==> src/rtl/edpp_pkg.sv <==
// shared types and constants of the tag parser
package edpp_pkg;

  // default geometry of the tag string
  localparam int DigestChars     = 32;
  localparam int SuffixSpan      = 8;
  localparam int MaxSuffixDigits = 5;

  // characters that fill the high digest half
  localparam int HalfChars = 16;

  // register reset value and decimal saturation point
  localparam logic [15:0] PartLimitReset = 16'd10000;
  localparam logic [16:0] PartsSat       = 17'h10000;

  // where in the string a character stands
  typedef enum logic [1:0] {
    RGN_HIGH,
    RGN_LOW,
    RGN_SUFFIX,
    RGN_NONE
  } region_e;

  // length class of a string, known on its last character
  typedef enum logic [1:0] {
    LEN_BAD,
    LEN_EXACT,
    LEN_SUFFIX
  } len_e;

  // one classified character, passed from front to back
  typedef struct packed {
    region_e    region;
    logic       is_hex;
    logic       is_digit;
    logic       is_dash;
    logic [3:0] nibble;
    logic       last;
    len_e       len;
  } token_t;

endpackage

==> src/rtl/etag_digest_parts_parser_unit.sv <==
// top level of the multipart tag parser
//
// usage: a tag string enters one character per transaction on the input
// channel (char_code_i, is_last_i), qualified by in_valid_i and held off by
// in_stall_o. the character flagged is_last_i ends the string and yields one
// result transaction on the output channel (tag_ok_o, digest_high_o,
// digest_low_o, part_count_o), qualified by out_valid_o and held off by
// out_stall_i. other characters yield nothing.
// throughput: one character per cycle while in_stall_o is low; a front stage
// classifies each character and a back stage updates the accumulators,
// joined by a two-entry token queue; the result goes to an output register.
// the part limit is written through cfg_we_i / cfg_wdata_i; the user must
// do so only while idle, the block itself does not enforce it.
// reset clears the parse state and the queue and sets the part limit to 10000.
// while the receiver stalls, the result stays in the output register; the
// back stage keeps consuming characters of the next string and stops only at
// its last one, after which the queue fills and in_stall_o rises.
module etag_digest_parts_parser_unit #(
  parameter int DIGEST_CHARS      = edpp_pkg::DigestChars,
  parameter int SUFFIX_SPAN       = edpp_pkg::SuffixSpan,
  parameter int MAX_SUFFIX_DIGITS = edpp_pkg::MaxSuffixDigits
) (
  input  logic        clk_i,
  input  logic        rst_ni,
  input  logic        cfg_we_i,
  input  logic [15:0] cfg_wdata_i,
  input  logic        in_valid_i,
  output logic        in_stall_o,
  input  logic [7:0]  char_code_i,
  input  logic        is_last_i,
  output logic        out_valid_o,
  input  logic        out_stall_i,
  output logic        tag_ok_o,
  output logic [63:0] digest_high_o,
  output logic [63:0] digest_low_o,
  output logic [15:0] part_count_o
);

  logic             tok_push;
  logic             tok_full;
  logic             tok_valid;
  logic             tok_pop;
  edpp_pkg::token_t front_tok;
  edpp_pkg::token_t back_tok;

  // character classification
  edpp_front #(
    .DIGEST_CHARS (DIGEST_CHARS),
    .SUFFIX_SPAN  (SUFFIX_SPAN)
  ) u_front (
    .clk_i       (clk_i),
    .rst_ni      (rst_ni),
    .in_valid_i  (in_valid_i),
    .char_code_i (char_code_i),
    .is_last_i   (is_last_i),
    .in_stall_o  (in_stall_o),
    .tok_full_i  (tok_full),
    .tok_valid_o (tok_push),
    .tok_o       (front_tok)
  );

  // token queue
  edpp_fifo u_fifo (
    .clk_i      (clk_i),
    .rst_ni     (rst_ni),
    .push_i     (tok_push),
    .push_tok_i (front_tok),
    .full_o     (tok_full),
    .valid_o    (tok_valid),
    .pop_tok_o  (back_tok),
    .pop_i      (tok_pop)
  );

  // accumulation and result
  edpp_back #(
    .MAX_SUFFIX_DIGITS (MAX_SUFFIX_DIGITS)
  ) u_back (
    .clk_i         (clk_i),
    .rst_ni        (rst_ni),
    .cfg_we_i      (cfg_we_i),
    .cfg_wdata_i   (cfg_wdata_i),
    .tok_valid_i   (tok_valid),
    .tok_i         (back_tok),
    .tok_pop_o     (tok_pop),
    .out_valid_o   (out_valid_o),
    .out_stall_i   (out_stall_i),
    .tag_ok_o      (tag_ok_o),
    .digest_high_o (digest_high_o),
    .digest_low_o  (digest_low_o),
    .part_count_o  (part_count_o)
  );

endmodule

==> src/rtl/edpp_front.sv <==
// front end: accepts characters, tracks position and classifies them
module edpp_front #(
  parameter int DIGEST_CHARS = edpp_pkg::DigestChars,
  parameter int SUFFIX_SPAN  = edpp_pkg::SuffixSpan
) (
  input  logic              clk_i,
  input  logic              rst_ni,
  input  logic              in_valid_i,
  input  logic [7:0]        char_code_i,
  input  logic              is_last_i,
  output logic              in_stall_o,
  input  logic              tok_full_i,
  output logic              tok_valid_o,
  output edpp_pkg::token_t  tok_o
);

  localparam int TagLen = DIGEST_CHARS + SUFFIX_SPAN;
  localparam int IdxW   = $clog2(TagLen + 2);

  localparam logic [7:0] ChZero  = 8'h30;
  localparam logic [7:0] ChNine  = 8'h39;
  localparam logic [7:0] ChLowA  = 8'h61;
  localparam logic [7:0] ChLowF  = 8'h66;
  localparam logic [7:0] ChUpA   = 8'h41;
  localparam logic [7:0] ChUpF   = 8'h46;
  localparam logic [7:0] ChDash  = 8'h2d;
  localparam logic [7:0] LowBias = 8'h57;
  localparam logic [7:0] UpBias  = 8'h37;

  logic            accept;
  logic [IdxW-1:0] idx_q, idx_d;
  logic [IdxW:0]   len;
  logic [7:0]      diff;
  logic            is_num;
  logic            is_lhex;
  logic            is_uhex;

  assign accept      = in_valid_i && !tok_full_i;
  assign in_stall_o  = tok_full_i;
  assign tok_valid_o = accept;

  // character position, saturating past the longest legal string
  always_comb begin
    idx_d = idx_q;
    if (accept) begin
      if (is_last_i) begin
        idx_d = '0;
      end else if (idx_q <= IdxW'(TagLen)) begin
        idx_d = idx_q + IdxW'(1);
      end
    end
  end

  always_ff @(posedge clk_i or negedge rst_ni) begin
    if (!rst_ni) begin
      idx_q <= '0;
    end else begin
      idx_q <= idx_d;
    end
  end

  // character classes
  always_comb begin
    is_num  = (char_code_i >= ChZero) && (char_code_i <= ChNine);
    is_lhex = (char_code_i >= ChLowA) && (char_code_i <= ChLowF);
    is_uhex = (char_code_i >= ChUpA) && (char_code_i <= ChUpF);
    if (is_lhex) begin
      diff = char_code_i - LowBias;
    end else if (is_uhex) begin
      diff = char_code_i - UpBias;
    end else begin
      diff = char_code_i - ChZero;
    end
  end

  assign len = (IdxW + 1)'(idx_q) + (IdxW + 1)'(1);

  // token fields
  always_comb begin
    tok_o.is_hex   = is_num || is_lhex || is_uhex;
    tok_o.is_digit = is_num;
    tok_o.is_dash  = (char_code_i == ChDash);
    tok_o.nibble   = diff[3:0];
    tok_o.last     = is_last_i;
    if (idx_q < IdxW'(edpp_pkg::HalfChars)) begin
      tok_o.region = edpp_pkg::RGN_HIGH;
    end else if (idx_q < IdxW'(DIGEST_CHARS)) begin
      tok_o.region = edpp_pkg::RGN_LOW;
    end else if (idx_q < IdxW'(TagLen)) begin
      tok_o.region = edpp_pkg::RGN_SUFFIX;
    end else begin
      tok_o.region = edpp_pkg::RGN_NONE;
    end
    if (len < (IdxW + 1)'(DIGEST_CHARS) || len > (IdxW + 1)'(TagLen)) begin
      tok_o.len = edpp_pkg::LEN_BAD;
    end else if (len == (IdxW + 1)'(DIGEST_CHARS)) begin
      tok_o.len = edpp_pkg::LEN_EXACT;
    end else begin
      tok_o.len = edpp_pkg::LEN_SUFFIX;
    end
  end

endmodule

==> src/rtl/edpp_fifo.sv <==
// two-entry token queue between front and back
module edpp_fifo (
  input  logic              clk_i,
  input  logic              rst_ni,
  input  logic              push_i,
  input  edpp_pkg::token_t  push_tok_i,
  output logic              full_o,
  output logic              valid_o,
  output edpp_pkg::token_t  pop_tok_o,
  input  logic              pop_i
);

  localparam int Depth = 2;

  edpp_pkg::token_t mem_q [Depth];
  logic             wptr_q, wptr_d;
  logic             rptr_q, rptr_d;
  logic [1:0]       count_q, count_d;

  assign full_o    = (count_q == 2'(Depth));
  assign valid_o   = (count_q != 2'd0);
  assign pop_tok_o = mem_q[rptr_q];

  // pointer and fill count
  always_comb begin
    wptr_d  = wptr_q;
    rptr_d  = rptr_q;
    count_d = count_q;
    if (push_i) begin
      wptr_d = ~wptr_q;
    end
    if (pop_i) begin
      rptr_d = ~rptr_q;
    end
    case ({push_i, pop_i})
      2'b10:   count_d = count_q + 2'd1;
      2'b01:   count_d = count_q - 2'd1;
      default: count_d = count_q;
    endcase
  end

  always_ff @(posedge clk_i or negedge rst_ni) begin
    if (!rst_ni) begin
      wptr_q  <= 1'b0;
      rptr_q  <= 1'b0;
      count_q <= '0;
    end else begin
      wptr_q  <= wptr_d;
      rptr_q  <= rptr_d;
      count_q <= count_d;
    end
  end

  // token storage
  always_ff @(posedge clk_i) begin
    if (push_i) begin
      mem_q[wptr_q] <= push_tok_i;
    end
  end

  assert property (@(posedge clk_i) disable iff (!rst_ni) count_q <= 2'(Depth))
    else $error("token queue overfilled");
  assert property (@(posedge clk_i) disable iff (!rst_ni) pop_i |-> valid_o)
    else $error("token popped from empty queue");

endmodule

==> src/rtl/edpp_back.sv <==
// back end: accumulates digest and part count, forms the result
module edpp_back #(
  parameter int MAX_SUFFIX_DIGITS = edpp_pkg::MaxSuffixDigits
) (
  input  logic              clk_i,
  input  logic              rst_ni,
  input  logic              cfg_we_i,
  input  logic [15:0]       cfg_wdata_i,
  input  logic              tok_valid_i,
  input  edpp_pkg::token_t  tok_i,
  output logic              tok_pop_o,
  output logic              out_valid_o,
  input  logic              out_stall_i,
  output logic              tag_ok_o,
  output logic [63:0]       digest_high_o,
  output logic [63:0]       digest_low_o,
  output logic [15:0]       part_count_o
);

  localparam int DigW = $clog2(MAX_SUFFIX_DIGITS + 2);

  logic [15:0]     limit_q;
  logic [63:0]     high_q, high_d;
  logic [63:0]     low_q, low_d;
  logic            hbad_q, hbad_d;
  logic            dash_q, dash_d;
  logic [DigW-1:0] digits_q, digits_d;
  logic [16:0]     parts_q, parts_d;
  logic            sbad_q, sbad_d;
  logic [20:0]     times_ten;
  logic            ok;
  logic            load;

  logic            out_valid_q;
  logic            tag_ok_q;
  logic [63:0]     out_high_q;
  logic [63:0]     out_low_q;
  logic [15:0]     out_parts_q;

  // a last token needs a free output register
  assign tok_pop_o = tok_valid_i && (!tok_i.last || !out_valid_q || !out_stall_i);
  assign load      = tok_pop_o && tok_i.last;

  assign times_ten = {1'b0, parts_q, 3'b000} + {3'b000, parts_q, 1'b0}
                   + 21'(tok_i.nibble);

  // per-character update of the parse state
  always_comb begin
    high_d   = high_q;
    low_d    = low_q;
    hbad_d   = hbad_q;
    dash_d   = dash_q;
    digits_d = digits_q;
    parts_d  = parts_q;
    sbad_d   = sbad_q;
    case (tok_i.region)
      edpp_pkg::RGN_HIGH: begin
        if (!tok_i.is_hex) begin
          hbad_d = 1'b1;
        end else begin
          high_d = {high_q[59:0], tok_i.nibble};
        end
      end
      edpp_pkg::RGN_LOW: begin
        if (!tok_i.is_hex) begin
          hbad_d = 1'b1;
        end else begin
          low_d = {low_q[59:0], tok_i.nibble};
        end
      end
      edpp_pkg::RGN_SUFFIX: begin
        if (!dash_q) begin
          if (tok_i.is_dash) begin
            dash_d = 1'b1;
          end
        end else if (tok_i.is_digit) begin
          if (digits_q <= DigW'(MAX_SUFFIX_DIGITS)) begin
            digits_d = digits_q + DigW'(1);
          end
          if (times_ten > 21'(edpp_pkg::PartsSat)) begin
            parts_d = edpp_pkg::PartsSat;
          end else begin
            parts_d = times_ten[16:0];
          end
        end else begin
          sbad_d = 1'b1;
        end
      end
      default: begin
      end
    endcase
  end

  // verdict on the last character
  always_comb begin
    ok = 1'b0;
    if (tok_i.len != edpp_pkg::LEN_BAD && !hbad_d) begin
      if (tok_i.len == edpp_pkg::LEN_EXACT) begin
        ok = 1'b1;
      end else if (dash_d && !sbad_d && digits_d <= DigW'(MAX_SUFFIX_DIGITS)
                   && parts_d <= {1'b0, limit_q}) begin
        ok = 1'b1;
      end
    end
  end

  // parse state, cleared after every result
  always_ff @(posedge clk_i or negedge rst_ni) begin
    if (!rst_ni) begin
      high_q   <= '0;
      low_q    <= '0;
      hbad_q   <= 1'b0;
      dash_q   <= 1'b0;
      digits_q <= '0;
      parts_q  <= '0;
      sbad_q   <= 1'b0;
    end else if (tok_pop_o) begin
      if (tok_i.last) begin
        high_q   <= '0;
        low_q    <= '0;
        hbad_q   <= 1'b0;
        dash_q   <= 1'b0;
        digits_q <= '0;
        parts_q  <= '0;
        sbad_q   <= 1'b0;
      end else begin
        high_q   <= high_d;
        low_q    <= low_d;
        hbad_q   <= hbad_d;
        dash_q   <= dash_d;
        digits_q <= digits_d;
        parts_q  <= parts_d;
        sbad_q   <= sbad_d;
      end
    end
  end

  // part limit register
  always_ff @(posedge clk_i or negedge rst_ni) begin
    if (!rst_ni) begin
      limit_q <= edpp_pkg::PartLimitReset;
    end else if (cfg_we_i) begin
      limit_q <= cfg_wdata_i;
    end
  end

  // output register valid
  always_ff @(posedge clk_i or negedge rst_ni) begin
    if (!rst_ni) begin
      out_valid_q <= 1'b0;
    end else if (load) begin
      out_valid_q <= 1'b1;
    end else if (!out_stall_i) begin
      out_valid_q <= 1'b0;
    end
  end

  // output register payload
  always_ff @(posedge clk_i) begin
    if (load) begin
      tag_ok_q    <= ok;
      out_high_q  <= ok ? high_d : 64'd0;
      out_low_q   <= ok ? low_d : 64'd0;
      out_parts_q <= ok ? parts_d[15:0] : 16'd0;
    end
  end

  assign out_valid_o   = out_valid_q;
  assign tag_ok_o      = tag_ok_q;
  assign digest_high_o = out_high_q;
  assign digest_low_o  = out_low_q;
  assign part_count_o  = out_parts_q;

  assert property (@(posedge clk_i) disable iff (!rst_ni) load |=> out_valid_q)
    else $error("result not presented after last character");
  assert property (@(posedge clk_i) disable iff (!rst_ni)
                   load |=> (parts_q == 17'd0 && !dash_q && !hbad_q && !sbad_q))
    else $error("parse state not cleared after result");
  assert property (@(posedge clk_i) disable iff (!rst_ni)
                   (out_valid_q && !tag_ok_q) |->
                   (out_high_q == 64'd0 && out_low_q == 64'd0 && out_parts_q == 16'd0))
    else $error("rejected tag carries nonzero payload");

endmodule

==> config.mk <==
export PLATFORM = sky130hd
export DESIGN_NAME = etag_digest_parts_parser_unit
export DESIGN_NICKNAME = d
export VERILOG_FILES = /design/src/rtl/edpp_pkg.sv /design/src/rtl/etag_digest_parts_parser_unit.sv /design/src/rtl/edpp_front.sv /design/src/rtl/edpp_fifo.sv /design/src/rtl/edpp_back.sv
export SDC_FILE = /design/constraint.sdc
export NUM_CORES = 1
export LEC_CHECK = 0
export ABC_AREA = 1
export BUFFER_PORTS_ARGS = -buffer_cell sky130_fd_sc_hd__buf_2
export CORE_MARGIN = 2
export CORE_UTILIZATION = 54
export CTS_CLUSTER_DIAMETER = 80
export DETAILED_ROUTE_END_ITERATION = 8
export PLACE_DENSITY = 0.74
export SYNTH_ARGS = -nofsm -noshare
export SYNTH_HDL_FRONTEND = slang
export SYNTH_SLANG_ARGS = --single-unit
==> constraint.sdc <==
create_clock -name clk_i -period 15.9 [get_ports clk_i]
set_clock_uncertainty 0.15 [all_clocks]
set_input_delay 2.385 -clock clk_i [delete_from_list [all_inputs] [get_ports clk_i]]
set_output_delay 2.385 -clock clk_i [all_outputs]
set_load 0.02 [all_outputs]
==> metrics, run 1 <==
result of the run finished clean; fin crit share 44.1%; CTS Hold Buffers Added 0; post-synthesis async set-or-reset flop share 51.3%; Starting Density 54.6%; warnings from Yosys 0; number of filler instances in the final layout 2554; total wire length 37.6 mm; count of port buffers added during placement 176; post-synthesis register bit count 347; Die Area 32200 um2; critical path data required time 15970 ps; Max clock buf depth 3; highest clock rate 0.143 GHz; number of max-cap violations 0; multi-input gate area in the final layout 5780 um2; portion of synthesized cell area occupied by the leading cell type 30.5%; normalized max-slew margin 23.7%; footprint of the flip-flops and latches 9540 um2; Ports 177; library cell with the largest summed area after synthesis edfxtp_1; pwr/cell area 216 nW/um2; Post-synth top cells nand2_1, inv_1, dfrtp_1; number of antenna violations at the first check in global routing 0; end point of the critical path u_back.digest_high_o[16]; Total GRT Usage 23.5%; wire length of the first global-routing pass 62.7 mm; Initial DRC Count 1338; Clock Latency Late Sink 520 ps; count of TritonRoute iterations in the first routing pass 5; register area share after synthesis 57.4%; cts repair resizes 0; post-route setup TNS 0 ps; launch point of the critical path u_fifo.rptr_q; setup violation total in the final timing report 0; vias post-DR 12424; net count after synthesis 1839; DRC Markers 0; gp weighted congestion 0.886; total half-perimeter wirelength after legalization and detailed placement 24.8 mm; worst-path fanout max 78; Setup crit start kind flip-flop; instance area at placement 17700 um2; final-stage net count 1978; worst setup path class reg2reg; area of the mapped netlist 16600 um2; worst hold path class reg2reg; cells on worst reg2reg path 34; antenna cell count 0; critical path endpoint category flip-flop; fin crit period 7010 ps; count of different cell masters after synthesis 51; routed wire length per instance 16.3 um; number of nets with antenna violations after routing 0; x dimension of the die 179 um; root cell of the clock tree clkbuf_16; biggest area contributors in the synthesized netlist edfxtp_1, dfrtp_1, nand2_1; number of flops mapped to enable cells by yosys 169; delay contributed by the slowest stage of the critical path 1000 ps; Die Ht 179 um; vias per inst 5.37; number of buffers added by the clock tree synthesis step 37; Final Hold Fails 0; total chip power 0.00407 W; CP dominant cell by count nand2_1; pin count of the biggest net entering global routing 129; Post-Syn Instances 1749; number of global-route vias before repair 12313; per-instance average area after synthesis 9.50 um2; Slowest cell on crit path buf_4; non-filler cells in the finished layout 2312; Final Max Slew Viols 0; clock slew seen by the registers of the worst setup and hold paths 60 ps; TritonCTS clock tree done; unrepaired setup endpoints after global routing false; count leader, synth nand2_1; final non-filler cell area 18800 um2; endpoint of the worst-slack reg-to-reg timing path u_back.digest_high_o[16]; number of post-CTS setup repair buffers 0; worst hold slack across all endpoints 333 ps; endpoint arrival time on the critical path 7080 ps; FF-to-FF Start u_fifo.rptr_q; num rows 64; Max VDD drop 198 uV; leakage power summed over all cells 8.67 nW; CORE AREA 30400 um2; area delta synth->final 13.2%; worst-case register-to-register setup slack 8890 ps; Max H-tree Level 2; global-route congestion overflow total 0; clock tree sinks 347; Tightest Pin Transition 1140 ps; count of placed standard cells including taps 2245; share of cells above drive strength 1 17.0%; most instantiated flip-flop cell in the synthesis netlist dfrtp_1
[logic make-up after synthesis]
kind of cell | synth area share, %
simple gates | 17.7
compound gates | 11.4
mux | 0.248
xor+xnor | 0.580
fa+ha+maj | 4.61
buf+inv | 8.09
flops | 57.4
[power by group]
group | total [W] | internal, W | leakage (nW) | switching, W
clock | 0.000814 | 0.000474 | 0.551 | 0.000339
combinational | 0.00168 | 0.000445 | 4.06 | 0.00124
sequential | 0.00157 | 0.00141 | 4.06 | 0.000164
[per-layer routing]
layer  wire, um  share of wire (%)  up-vias  global-route usage (%)
met2      17800                 47      338                    37.9
met1      17200                 46     5928                    33.7
met3       1960                5.2       58                    3.44
met4        744                2.0        0                    6.18
li1           -                  -     6100                       -
met5          0                  0        -                       0
[worst min-delay path by stage]
stage	cells after the start	endpoint	slack, ps	from
3_3_place_gp	2	u_back.high_q[61]	310	u_back.high_q[61]
5_1_grt	2	u_back.limit_q[8]	380	u_back.limit_q[8]
2_1_floorplan	2	u_back.high_q[60]	300	u_back.high_q[60]
6_report	2	u_back.high_q[62]	330	u_back.high_q[62]
4_1_cts	2	u_back.high_q[62]	330	u_back.high_q[62]
3_5_place_dp	2	u_back.high_q[62]	320	u_back.high_q[62]
[cells in the final DEF (no fill, tap or decap), types with 4 or more instances in the layout]
master / instances
clkbuf_1: 18
nand3_2: 4
dfstp_2: 5
nand3_1: 44
edfxtp_1: 169
inv_2: 8
o21ai_1: 14
a21oi_1: 28
dfrtp_1: 173
nand2_2: 6
buf_4: 9
nand3b_1: 6
clkbuf_8: 4
xor2_1: 9
or2_2: 5
clkbuf_16: 38
nor2_1: 144
inv_1: 233
o21ai_0: 152
nor2_4: 20
ha_1: 58
o22ai_1: 130
nand2_1: 377
nor2_2: 32
nand4_1: 5
buf_2: 175
[state kept, by name, indices dropped and copies added, names as in the netlist]
register / flops
u_back.dash_q: 1
u_back.digest_high_o: 64
u_back.digest_low_o: 64
u_back.digits_q: 3
u_back.hbad_q: 1
u_back.high_q: 64
u_back.limit_q: 16
u_back.low_q: 64
u_back.out_valid_o: 1
u_back.part_count_o: 16
u_back.parts_q: 17
u_back.sbad_q: 1
u_back.tag_ok_o: 1
u_fifo.count_q: 2
u_fifo.mem_q: 24
u_fifo.rptr_q: 1
u_fifo.wptr_q: 1
u_front.idx_q: 6
[worst max-delay path: cells and delay by family, from the launching register on]
family	cells	cell delay, ps
compound gates	5	630
fa+ha+maj	3	1320
buf+inv	5	1400
flops	1	680
simple gates	21	2430
[layout make-up]
class	count	share of cell area, %
timing repair buffer	185	5.09
tap	396	2.63
clock buffer	59	5.63
inverter	243	4.89
multi-input combinational	1074	30.7
sequential	347	50.7
clock inverter	8	0.412
[per-stage QoR]
step	setup WS, ps	util (%)
floorplan	9400	-
global placement	9160	58.1
detailed placement	8980	58.1
CTS	8930	61.9
global route	8270	61.9
finish	8890	61.9
(Power assumes the default switching activity.)
==> run 2, diff against run 1 <==
clock period = 7.1 ns   (was 15.9 ns; I/O delays follow)
==> run 2 against run 1 <==
Core utilization up 0.16 points. Cell area up 0.25%. Combinational power up 120%. Critical endpoint is now u_back.digest_low_o[36]. Global-route usage down 0.45 points. Clock power up 130%. Sequential share of layout area down 0.13 points. Critical path type unchanged. Routed wire length down 2.2%. Total power up 130%. Critical path depth up 1.
==> metrics, run 2 (synthesis results as in run 1) <==
pwr/cell area 485 nW/um2 (+120%); worst setup path class reg2reg; most common library cell in the layout ignoring fill and taps nand2_1; unrepaired setup endpoints after global routing false; result of the run finished clean; vias per inst 5.37 (-0.13%); post-route setup TNS 0 ps (unchanged); Die Area 32200 um2 (unchanged); setup violation total in the final timing report 0 (unchanged); most frequent cells in the layout nand2_1, inv_1, buf_2, dfrtp_1, edfxtp_1; fin crit share 88.9% (+45 points); number of post-CTS setup repair buffers 0 (unchanged); Total GRT Usage 23.1% (-0.45 points); worst hold slack across all endpoints 339 ps (+6.11 ps); gp weighted congestion 0.910 (+2.7%); wire length of the first global-routing pass 61.6 mm (-1.7%); fin crit period 6310 ps (-697 ps); total half-perimeter wirelength after legalization and detailed placement 24.1 mm (-2.5%); worst hold path endpoint u_back.high_q[60]; startpoint of the most critical hold path u_back.high_q[60]; number of global-route vias before repair 12162 (-1.2%); Slowest cell on crit path dfrtp_1; leakage power summed over all cells 8.70 nW (+0.37%); clock slew seen by the registers of the worst setup and hold paths 60 ps (about the same); share of the core filled with cells in the final layout 62.0% (+0.16 points); instance area at placement 17700 um2 (+0.11%); num rows 64 (unchanged); count of port buffers added during placement 176 (unchanged); Max clock buf depth 3 (unchanged); share of cells above drive strength 1 17.5% (+0.48 points); multi-input gate area in the final layout 5780 um2 (unchanged); number of buffers added by the clock tree synthesis step 36 (-2.7%); Max VDD drop 491 uV (+150%); Sw Ratio 42.6% (-0.23 points); number of max-cap violations 0 (unchanged); Final Max Slew Viols 0 (unchanged); Starting Density 54.6% (unchanged); antenna cell count 0 (unchanged); worst-case register-to-register setup slack 790 ps (-8100 ps); TritonCTS clock tree done; Initial DRC Count 1194 (-11%); worst-path fanout max 74 (-5.1%); CP dominant cell by count nand2_1; root cell of the clock tree clkbuf_16; Min-Delay Path Depth 2 (unchanged); delay contributed by the slowest stage of the critical path 680 ps (-320 ps); footprint of the flip-flops and latches 9540 um2 (unchanged); P_int 0.00526 W (+130%); net switching power figure 0.00390 W (+120%); global-route congestion overflow total 0 (unchanged); endpoint arrival time on the critical path 6400 ps (-680 ps); number of filler instances in the final layout 2555 (+0.039%); Die Ht 179 um (unchanged); area delta synth->final 13.5%; critical path data required time 7190 ps (-8780 ps); final-stage net count 1978 (unchanged); count of TritonRoute iterations in the first routing pass 5 (unchanged); endpoint of the worst-slack reg-to-reg timing path u_back.digest_low_o[36]; pin count of the biggest net entering global routing 129 (unchanged); DRC Markers 0 (unchanged); vias post-DR 12402 (-0.18%); final non-filler cell area 18900 um2 (+0.25%); routed wire length per instance 15.9 um (-2.1%); FF-to-FF Start u_fifo.rptr_q; cts repair resizes 0 (unchanged); clock tree sinks 347 (unchanged); critical path endpoint category flip-flop; normalized max-slew margin 23.5% (-0.20 points); x dimension of the die 179 um (unchanged); power share of the combinational group 41.2% (-0.2 points); Clock Latency Late Sink 520 ps (about the same); number of antenna violations at the first check in global routing 0 (unchanged); share of total power in the clock network 20.2% (+0.2 points); Final Hold Fails 0 (unchanged); total wire length 36.8 mm (-2.2%); worst hold path class reg2reg; part of the total power dissipated in sequential elements 38.6% (about the same); highest clock rate 0.158 GHz (+11%); CTS Hold Buffers Added 0 (unchanged); Setup crit start kind flip-flop; total chip power 0.00916 W (+130%); cells on worst reg2reg path 35 (+2.9%); Max H-tree Level 2 (unchanged); Tightest Pin Transition 1150 ps (+2.99 ps); Ports 177 (unchanged); number of nets with antenna violations after routing 0 (unchanged); CORE AREA 30400 um2 (unchanged)
-- run 2: power by group through the flow --
stage	sequential (W)	clock [W]	combinational (W)
4_1_cts	0.00353	0.00189	0.00381
6_report	0.00353	0.00185	0.00377
3_3_place_gp	0.00355	0	0.00369
3_5_place_dp	0.00356	0	0.00378
5_1_grt	0.00362	0.00198	0.00418
2_1_floorplan	0.00404	0	0.00226
-- run 2: metrics by stage --
step | instances | worst slack (ps)
finish | 2311 | 789
global route | 2311 | 147
CTS | 2311 | 768
detailed placement | 2246 | 805
global placement | 2246 | 1030
floorplan | 1749 | 1920
-- run 2: layout make-up --
class | instances | area share [%]
sequential | 347 | 50.5
clock inverter | 16 | 0.928
timing repair buffer | 186 | 5.18
clock buffer | 49 | 5.25
multi-input combinational | 1074 | 30.6
tap | 396 | 2.63
inverter | 243 | 4.87
-- run 2: per-layer routing --
| layer | up-vias | part of all wire [%] | global-route usage [%] |
|---|---|---|---|
| met2 | 345 | 47 | 37.4 |
| met1 | 5920 | 45 | 33.2 |
| li1 | 6088 | - | - |
| met3 | 49 | 5.9 | 3.32 |
| met4 | 0 | 2.0 | 5.43 |
| met5 | - | 0 | 0 |
-- run 2: worst max path at each step --
stage                             start                 endpoint  slack [ps]  depth (start not counted)
after floorplan             out_stall_i  u_back.digest_high_o[0]        1920                          4
after detailed placement  u_fifo.rptr_q  u_back.digest_low_o[17]         810                         35
after global routing      u_fifo.rptr_q  u_back.digest_low_o[31]         150                         34
after global placement    u_fifo.rptr_q  u_back.digest_low_o[17]        1030                         34
final                     u_fifo.rptr_q  u_back.digest_low_o[36]         790                         35
after CTS                 u_fifo.rptr_q  u_back.digest_low_o[32]         770                         35
-- run 2: worst max-delay path, delay by kind of cell, from the launching register on --
kind | cells | cell delay (ps)
buffers and inverters | 4 | 700
and+or+nand+nor | 22 | 2560
AOI/OAI and AO/OA | 5 | 640
adders and majority gates | 4 | 1270
DFF | 1 | 680
